===== src/rtl/lrt_pkg.sv =====
// ----------------------------------------------------------------------------
// lrt_pkg: shared types and constants of the record table
// Payload structs, operation codes and controller/datapath interface.
// ----------------------------------------------------------------------------
package lrt_pkg;

  localparam int ENTRIES_DEF  = 64;
  localparam int NAME_LEN_DEF = 10;
  localparam int ADDR_W       = 14;
  localparam int FMT_W        = 2;
  localparam int KEY_W        = FMT_W + ADDR_W;
  localparam int CHAR_W       = 8;
  localparam int USED_W       = 7;
  localparam logic [FMT_W-1:0] DEFAULT_FORMAT_RST = 2'd2;

  localparam logic [2:0] OP_GET_FMT   = 3'd0;
  localparam logic [2:0] OP_GET_NAME  = 3'd1;
  localparam logic [2:0] OP_STORE_FMT = 3'd2;
  localparam logic [2:0] OP_STORE_CHR = 3'd3;
  localparam logic [2:0] OP_CLEAR     = 3'd4;
  localparam logic [2:0] OP_NEXT      = 3'd5;
  localparam logic [2:0] OP_REWIND    = 3'd6;

  typedef struct packed {
    logic [2:0]        op;
    logic [ADDR_W-1:0] loco_address;
    logic [FMT_W-1:0]  new_format;
    logic [3:0]        name_position;
    logic [CHAR_W-1:0] name_byte;
    logic              name_end;
  } lrt_in_t;

  typedef struct packed {
    logic              success;
    logic [FMT_W-1:0]  format_out;
    logic [ADDR_W-1:0] found_address;
    logic [CHAR_W-1:0] char_out;
    logic              run_last;
    logic [USED_W-1:0] entries_used;
  } lrt_out_t;

  // Result kinds loaded into the output register
  typedef enum logic [2:0] {
    RES_FAIL,
    RES_OK,
    RES_HIT,
    RES_STORE,
    RES_CHAR
  } res_t;

  // Name write kinds
  typedef enum logic [1:0] {
    NW_BASE_ZERO,
    NW_POS_BYTE,
    NW_END_ZERO
  } nw_t;

  typedef struct packed {
    logic take;
    logic scan_start;
    logic clr_en;
    logic clr_keys_only;
    logic count_clr;
    logic count_inc;
    logic key_wr;
    logic name_wr;
    nw_t  name_sel;
    logic cur_next;
    logic cur_zero;
    logic j_clr;
    logic j_inc;
    logic load_out;
    res_t res_sel;
    logic res_last;
  } lrt_cmd_t;

  typedef struct packed {
    logic [2:0] op;
    logic       found;
    logic       avail;
    logic       scan_busy;
    logic       clr_last;
    logic       pos_ok;
    logic       name_end;
    logic       key_zero;
    logic       char_last;
    logic       out_busy;
  } lrt_stat_t;

endpackage


===== src/rtl/lrt_ctrl.sv =====
// ----------------------------------------------------------------------------
// lrt_ctrl: operation sequencer of the record table
// Steps each operation through scan, writes and result transfers.
// ----------------------------------------------------------------------------
module lrt_ctrl (
  input  logic               clk,
  input  logic               rst,
  input  logic               in_valid,
  output logic               in_ready,
  input  lrt_pkg::lrt_stat_t stat,
  output lrt_pkg::lrt_cmd_t  cmd
);

  typedef enum logic [3:0] {
    S_INIT,
    S_IDLE,
    S_DISP,
    S_SCAN,
    S_CLR,
    S_ACT,
    S_WR2,
    S_RES,
    S_NRD,
    S_NDATA,
    S_OWAIT
  } state_t;

  state_t state;
  state_t state_next;
  logic   more;
  logic   more_next;

  assign in_ready = (state == S_IDLE);

  // commands and next state
  always_comb begin
    cmd        = '0;
    cmd.take   = in_valid && in_ready;
    state_next = state;
    more_next  = more;
    unique case (state)
      S_INIT: begin
        cmd.clr_en = 1'b1;
        if (stat.clr_last) begin
          state_next = S_IDLE;
        end
      end
      S_IDLE: begin
        if (in_valid) begin
          state_next = S_DISP;
        end
      end
      S_DISP: begin
        cmd.res_last = 1'b1;
        priority if (stat.op == lrt_pkg::OP_CLEAR) begin
          state_next = S_CLR;
        end else if (stat.op == lrt_pkg::OP_REWIND) begin
          cmd.cur_zero = 1'b1;
          cmd.load_out = 1'b1;
          cmd.res_sel  = lrt_pkg::RES_OK;
          state_next   = S_OWAIT;
        end else if (stat.op == lrt_pkg::OP_GET_FMT || stat.op == lrt_pkg::OP_GET_NAME ||
                     stat.op == lrt_pkg::OP_STORE_FMT ||
                     stat.op == lrt_pkg::OP_STORE_CHR || stat.op == lrt_pkg::OP_NEXT) begin
          cmd.scan_start = 1'b1;
          state_next     = S_SCAN;
        end else begin
          cmd.load_out = 1'b1;
          cmd.res_sel  = lrt_pkg::RES_FAIL;
          state_next   = S_OWAIT;
        end
      end
      S_SCAN: begin
        if (!stat.scan_busy) begin
          state_next = S_ACT;
        end
      end
      S_CLR: begin
        cmd.clr_en        = 1'b1;
        cmd.clr_keys_only = 1'b1;
        if (stat.clr_last) begin
          cmd.count_clr = 1'b1;
          state_next    = S_ACT;
        end
      end
      S_ACT: begin
        cmd.res_last = 1'b1;
        cmd.res_sel  = lrt_pkg::RES_FAIL;
        cmd.j_clr    = 1'b1;
        unique case (stat.op)
          lrt_pkg::OP_CLEAR: begin
            cmd.load_out = 1'b1;
            cmd.res_sel  = lrt_pkg::RES_OK;
            state_next   = S_OWAIT;
          end
          lrt_pkg::OP_GET_FMT: begin
            cmd.load_out = 1'b1;
            cmd.res_sel  = stat.found ? lrt_pkg::RES_HIT : lrt_pkg::RES_FAIL;
            state_next   = S_OWAIT;
          end
          lrt_pkg::OP_GET_NAME, lrt_pkg::OP_NEXT: begin
            if (stat.found) begin
              cmd.cur_next = (stat.op == lrt_pkg::OP_NEXT);
              state_next   = S_NRD;
            end else begin
              cmd.cur_zero = (stat.op == lrt_pkg::OP_NEXT);
              cmd.load_out = 1'b1;
              state_next   = S_OWAIT;
            end
          end
          lrt_pkg::OP_STORE_FMT: begin
            if (stat.avail) begin
              cmd.key_wr    = 1'b1;
              cmd.name_wr   = !stat.found;
              cmd.name_sel  = lrt_pkg::NW_BASE_ZERO;
              cmd.count_inc = !stat.found && !stat.key_zero;
              state_next    = S_RES;
            end else begin
              cmd.load_out = 1'b1;
              state_next   = S_OWAIT;
            end
          end
          lrt_pkg::OP_STORE_CHR: begin
            if (stat.avail) begin
              cmd.key_wr    = !stat.found;
              cmd.name_wr   = stat.pos_ok;
              cmd.name_sel  = lrt_pkg::NW_POS_BYTE;
              cmd.count_inc = !stat.found && !stat.key_zero;
              state_next    = stat.name_end ? S_WR2 : S_RES;
            end else begin
              cmd.load_out = 1'b1;
              state_next   = S_OWAIT;
            end
          end
          default: begin
            cmd.load_out = 1'b1;
            state_next   = S_OWAIT;
          end
        endcase
      end
      S_WR2: begin
        cmd.name_wr  = 1'b1;
        cmd.name_sel = lrt_pkg::NW_END_ZERO;
        state_next   = S_RES;
      end
      S_RES: begin
        cmd.load_out = 1'b1;
        cmd.res_sel  = lrt_pkg::RES_STORE;
        cmd.res_last = 1'b1;
        state_next   = S_OWAIT;
      end
      S_NRD: begin
        state_next = S_NDATA;
      end
      S_NDATA: begin
        cmd.load_out = 1'b1;
        cmd.res_sel  = lrt_pkg::RES_CHAR;
        cmd.res_last = stat.char_last;
        cmd.j_inc    = !stat.char_last;
        more_next    = !stat.char_last;
        state_next   = S_OWAIT;
      end
      S_OWAIT: begin
        // hold until the result transfer completes
        if (!stat.out_busy) begin
          state_next = more ? S_NRD : S_IDLE;
          more_next  = 1'b0;
        end
      end
      default: state_next = S_IDLE;
    endcase
  end

  // state and registered flags
  always_ff @(posedge clk) begin
    if (rst) begin
      state <= S_INIT;
      more  <= 1'b0;
    end else begin
      state <= state_next;
      more  <= more_next;
    end
  end

endmodule


===== config.mk =====
export PLATFORM = sky130hd
export DESIGN_NAME = lrt_ctrl
export DESIGN_NICKNAME = d
export VERILOG_FILES = /design/src/rtl/lrt_pkg.sv /design/src/rtl/lrt_ctrl.sv
export SDC_FILE = /design/constraint.sdc
export NUM_CORES = 1
export LEC_CHECK = 0
export BUFFER_PORTS_ARGS = -buffer_cell sky130_fd_sc_hd__buf_2
export CORE_MARGIN = 3
export CORE_UTILIZATION = 40
export DETAILED_ROUTE_END_ITERATION = 6
export PLACE_DENSITY_LB_ADDON = 0.25
export SKIP_CTS_REPAIR_TIMING = 1
export SLEW_MARGIN = 20
export SYNTH_ARGS = -nofsm -noshare
export SYNTH_HDL_FRONTEND = slang
export SYNTH_SLANG_ARGS = --single-unit

===== constraint.sdc =====
create_clock -name clk -period 1.7 [get_ports clk]
set_clock_uncertainty 0.05 [all_clocks]
set_input_delay 0.17 -clock clk [delete_from_list [all_inputs] [get_ports clk]]
set_output_delay 0.17 -clock clk [all_outputs]
set_load 0.03 [all_outputs]

==> summary.md, run 1 <==
| Metric | Value |
|---|---|
| WS Path Type | flip-flop to output pin |
| RSZ-0062 raised after global routing | yes |
| Post-synth top area share | 0.139 |
| Final worst slack | -0.0842 ns |
| Final worst path period share | 1.05 |
| Ant diodes | 0 |
| Area Overhead vs Synth | 53.7% |
| Crit-path slowest cell | or4b_4 |
| Seq/Total Area, Yosys | 0.139 |
| Max_slew headroom | 0.785 |
| Post-Syn Instances | 105 |
| Crit path top cell by count | nor2_2 |
| CP startpoint kind | flip-flop |
| Die Height | 48.4 um |
| Sink Count | 5 |
| Vias | 985 |
| Crit path cell chain | or4b_4, nor2_2, a22oi_1, nor2_2, buf_6 |
| # setup viols final | 5 |
| Die W | 48.4 um |
| TritonCTS clock tree | built |
| Worst Tran Pin Value | 0.323 ns |
| CP Capture Type | output pin |
| Root Driver | clkbuf_4 |
| Final net count | 159 |
| DIE AREA | 0.00234 mm^2 |
| Layout cells sized above 1 | 0.483 |
| Pre-CTS WS | 0.114 ns |
| Routed Antenna Nets | 0 |
| H-Tree Depth | 1 |
| All-Layer GR Usage | 0.210 |
| Max Cap Violations | 0 |
| Hpwl dp | 1830 um |
| F_max | 0.560 GHz |
| Clk buf depth | 2 |
| Pwr dens | 437 mW/mm^2 |
| #FFs+latches synth | 5 |
| First drt pass iteration count | 4 |
| Remaining Overflow, GRT | 0 |
| DR WL/cell | 15.9 um |
| Synth Net Count | 120 |
| Crit path required time | 1.48 ns |
| GPL Wtd Cong | 0.824 |
| Syn Area/Cell | 6.84 um^2 |
| EDFF count, synth | 0 |
| Prevailing post-synth register cell | dfxtp_1 |
| Yosys top cell by area | dfxtp_1 |
| Final-report hold violation count | 0 |
| Number of port buffers | 34 |
| Leak | 0.479 nW |
| Hold Crit Class | primary input to flip-flop |
| Worst reg2reg path depth | 5 |
| Worst hold path depth | 2 |
| 1st-iter DRT viols | 22 |
| Initial antenna violation count | 0 |
| Slew Viols, Final | 0 |
| Post-synth ARST share | 0 |
| Slowest stage delay, CP | 0.56 ns |
| Crit path DAT | 1.56 ns |
| Failing checks | setup timing |
| Vias per inst | 5.90 |
| Crit path max fanout | 5 |
| Worst skew pair latency | 0.26 ns |
| First-pass GRT wire length | 3960 um |
| Num ports | 35 |
| Total CTS buffers | 3 |
| Crit path time final | 1.78 ns |
| Clk slew on worst S/H paths | 0.05 ns |
| Synth warn | 0 |
| Initial core utilization | 0.451 |
| Num rows | 14 |
| Worst IR Drop VDD | 0.000212 V |
| Fillers | 137 |
| Largest net degree at the start of global routing | 15 |
| Synth top area cells | dfxtp_1, a21oi_1, nor2_1, buf_2, o21ai_0 |
| Mapped cell area | 718 um^2 |
| Synth unique cells | 41 |
| Number of global-route vias before repair | 917 |
| Outcome | finished with violations |
| Core Box Area | 0.00159 mm^2 |
| Total Wirelength | 2660 um |
| Drt drc | 0 |
| Final Core Density | 0.692 |
## stage by stage
step | power, mW | hold WS [ns] | instances | TNS [ns] | area [um^2]
finish | 0.482 | 0.0911 | 167 | -0.174 | 1100
global route | 0.505 | 0.103 | 167 | -0.661 | 1100
CTS | 0.466 | 0.0886 | 165 | -0.828 | 1000
detailed placement | 0.316 | 0.354 | 161 | 0 | 976
global placement | 0.311 | 0.354 | 161 | 0 | 976
floorplan | 0.256 | 0.189 | 105 | -0.160 | 761
## area by class of cell
type | instances | area [um^2] | share of cell area
timing repair buffer | 44 | 290 | 0.263
inverter | 4 | 15.0 | 0.0136
multi-input combinational | 86 | 638 | 0.578
tap | 24 | 30.0 | 0.0272
clock buffer | 4 | 26.3 | 0.0238
sequential | 5 | 104 | 0.0941
## Yosys cell counts (all sizes together), types with 4 or more instances
cell,n
inv,4
nor3,5
nor2b,4
nor3b,4
nor2,9
nand2,5
a31oi,4
a21oi,9
buf,7
o21ai,6
dfxtp,5
## cells by family after synthesis
| logic type | share of synthesized area |
|---|---|
| DFF | 0.139 |
| and+or+nand+nor | 0.474 |
| buffers and inverters | 0.0836 |
| AOI/OAI and AO/OA | 0.303 |
## critical path: cells and delay by family (launching register included)
| family | cells | cell delay, ns |
|---|---|---|
| compound gates | 1 | 0.07 |
| buf+inv | 1 | 0.13 |
| flops | 1 | 0.35 |
| simple gates | 3 | 0.75 |
## report_power, final
part	leakage (nW)	total [mW]	internal (mW)	switching, mW
clock network	0.0150	0.148	0.0894	0.0590
logic	0.423	0.201	0.0792	0.122
registers	0.0419	0.133	0.123	0.00925
## state kept, by name, summed over array words and instances (netlist names)
signal / count
state: 4
more: 1
## layout by cell type, fill, tap and decap left out, drive strengths merged, types with 4 or more instances in the layout
cell	synthesis	final
a31oi	4	4
nand2	5	5
nor2b	4	4
dfxtp	5	5
nor2	9	9
nor3b	4	4
inv	4	4
a21oi	9	9
clkbuf	3	4
buf	7	44
nor3	5	5
o21ai	6	6
## final timing paths
kind,startpoint,to,slack (ns)
worst max register to register,state[1],state[0],0.03
worst min register to register,more,more,0.49
worst min-delay path,rst,state[0],0.09
worst max-delay path,state[2],cmd[7],-0.08
## per-layer routing
metal	wire, um	global-route usage	vias to the layer above
li1	-	-	472
met1	1110	0.254	467
met2	1350	0.358	41
met3	146	0.0307	5
met4	46	0.109	0
met5	0	0	-
Note: power is estimated with default switching activity, not from simulation.
==> run 2: changes to the inputs <==
--- a/config.mk
+++ b/config.mk
@@ -6,8 +6,8 @@
 export NUM_CORES = 1
 export LEC_CHECK = 0
 export BUFFER_PORTS_ARGS = -buffer_cell sky130_fd_sc_hd__buf_2
-export CORE_MARGIN = 3
-export CORE_UTILIZATION = 40
+export CORE_MARGIN = 8
+export CORE_UTILIZATION = 45
 export DETAILED_ROUTE_END_ITERATION = 6
 export PLACE_DENSITY_LB_ADDON = 0.25
 export SKIP_CTS_REPAIR_TIMING = 1
==> summary.md, run 2 (synthesized netlist as in run 1, its figures left out) <==
| Metric | Value |
|---|---|
| CP startpoint kind | flip-flop (unchanged) |
| Worst skew pair latency | 0.24 ns (was 0.26 ns) |
| GPL Wtd Cong | 0.895 (was 0.824) |
| Outcome | finished with violations (unchanged) |
| Root Driver | clkbuf_4 (unchanged) |
| Worst IR Drop VDD | 0.000213 V (was 0.000212 V) |
| DIE AREA | 0.00313 mm^2 (was 0.00234 mm^2) |
| Final net count | 163 (was 159) |
| Initial core utilization | 0.477 (was 0.451) |
| Most frequent cells in the layout | buf_2, buf_4, a21oi_1 (was buf_2, buf_4, a21oi_1, buf_6) |
| Internal power | 0.298 mW (was 0.292 mW) |
| Commonest non-fill, non-tap cell in the layout | buf_2 (unchanged) |
| WS Path Type | flip-flop to output pin (unchanged) |
| TritonCTS clock tree | built (unchanged) |
| Max Cap Violations | 0 (unchanged) |
| Crit path DAT | 1.60 ns (was 1.56 ns) |
| All-Layer GR Usage | 0.151 (was 0.210) |
| Worst Tran Pin Value | 0.331 ns (was 0.323 ns) |
| Remaining Overflow, GRT | 0 (unchanged) |
| DR WL/cell | 17.3 um (was 15.9 um) |
| Vias per inst | 6.28 (was 5.90) |
| Sink Count | 5 (unchanged) |
| Number of port buffers | 34 (unchanged) |
| Cell area after layout | 0.00113 mm^2 (was 0.00110 mm^2) |
| Crit path time final | 1.82 ns (was 1.78 ns) |
| First-pass GRT wire length | 4130 um (was 3960 um) |
| Clk buf depth | 2 (unchanged) |
| Crit path required time | 1.48 ns (about the same) |
| Num ports | 35 (unchanged) |
| Drt drc | 0 (unchanged) |
| Hold Crit Class | primary input to flip-flop (unchanged) |
| Largest regs | state x4, more x1 (unchanged) |
| Final Core Density | 0.748 (was 0.692) |
| Max_slew headroom | 0.779 (was 0.785) |
| Psw | 0.185 mW (was 0.191 mW) |
| Flop pwr share | 0.268 (was 0.275) |
| Vias | 1,023 (was 985) |
| Crit path max fanout | 5 (unchanged) |
| Final-report hold violation count | 0 (unchanged) |
| Hpwl dp | 1940 um (was 1830 um) |
| Routed Antenna Nets | 0 (unchanged) |
| FF-to-FF setup slack | -0.02 ns (was 0.03 ns) |
| Initial antenna violation count | 0 (unchanged) |
| Dpl cell area | 973 um^2 (was 976 um^2) |
| Slew Viols, Final | 0 (unchanged) |
| Die W | 56.0 um (was 48.4 um) |
| Final worst path period share | 1.07 (was 1.05) |
| Layout cells sized above 1 | 0.490 (was 0.483) |
| Pwr dens | 428 mW/mm^2 (was 437 mW/mm^2) |
| 1st-iter DRT viols | 38 (was 22) |
| CP Capture Type | output pin (unchanged) |
| Area Overhead vs Synth | 57.0% (was 53.7%) |
| First drt pass iteration count | 6 (was 4) |
| H-Tree Depth | 1 (unchanged) |
| Max FFs per register | 4 (unchanged) |
| Failing checks | setup timing (unchanged) |
| Largest net degree at the start of global routing | 14 (was 15) |
| Largest reg by FF count | state (unchanged) |
| Ant diodes | 0 (unchanged) |
| Num rows | 14 (unchanged) |
| F_max | 0.550 GHz (was 0.560 GHz) |
| Leak | 0.503 nW (was 0.479 nW) |
| Sw frac | 0.383 (was 0.395) |
| Hold WS | 0.127 ns (was 0.0911 ns) |
| Clk network pwr share | 0.288 (was 0.308) |
| RSZ-0062 raised after global routing | yes (unchanged) |
| Total Wirelength | 2820 um (was 2660 um) |
| Core Box Area | 0.00151 mm^2 (was 0.00159 mm^2) |
| Total CTS buffers | 3 (unchanged) |
| Comb power frac | 0.444 (was 0.418) |
| Number of global-route vias before repair | 920 (was 917) |
| Die Height | 56.0 um (was 48.4 um) |
| Final worst slack | -0.117 ns (was -0.0842 ns) |
| Clk slew on worst S/H paths | 0.04 ns (was 0.05 ns) |
| # setup viols final | 8 (was 5) |
==> run 2: path summary, 6_finish.rpt <==
kind,depth (start not counted),endpoint,start
max,5,cmd[7],state[0]
max reg2reg,5,state[2],state[3]
min reg2reg,2,more,more
min,2,state[0],rst
==> run 2: area by class of cell <==
cell class,count,area (um^2)
Multi-Input combinational cell,86,643
Timing Repair Buffer,48,314
Tap cell,16,20.0
Clock buffer,4,26.3
Sequential cell,5,109
Fill cell,104,379
Inverter,4,15.0
==> run 2: power groups by stage <==
stage                     Combinational [mW]  Clock (mW)  Sequential, mW
after detailed placement               0.191           0           0.133
after floorplan                        0.130           0           0.127
after global placement                 0.187           0           0.133
final                                  0.214       0.139           0.129
after global routing                   0.232       0.145           0.131
after CTS                              0.192       0.137           0.131
==> run 2: critical path, stage by stage, from the launching register on <==
cell and delay [ns]:
dfxtp_4 0.35, or4b_4 0.56, nor2_4 0.12, a22oi_2 0.05, nor2_2 0.13, buf_6 0.14
==> run 2: per-stage QoR <==
| stage | total power [mW] | TNS (ns) | cells | worst slack [ns] |
|---|---|---|---|---|
| after CTS | 0.460 | -0.747 | 158 | -0.180 |
| after global routing | 0.508 | -0.922 | 163 | -0.163 |
| after floorplan | 0.256 | -0.160 | 105 | -0.0944 |
| after global placement | 0.319 | 0 | 154 | 0.122 |
| final | 0.483 | -0.362 | 163 | -0.117 |
| after detailed placement | 0.324 | 0 | 154 | 0.0792 |
==> run 2: per-layer routing <==
layer	vias to the layer above	part of all wire	GRT usage
li1	484	-	-
met1	470	0.38	0.169
met2	51	0.50	0.252
met3	18	0.070	0.0525
met4	0	0.050	0.0687
met5	-	0	0
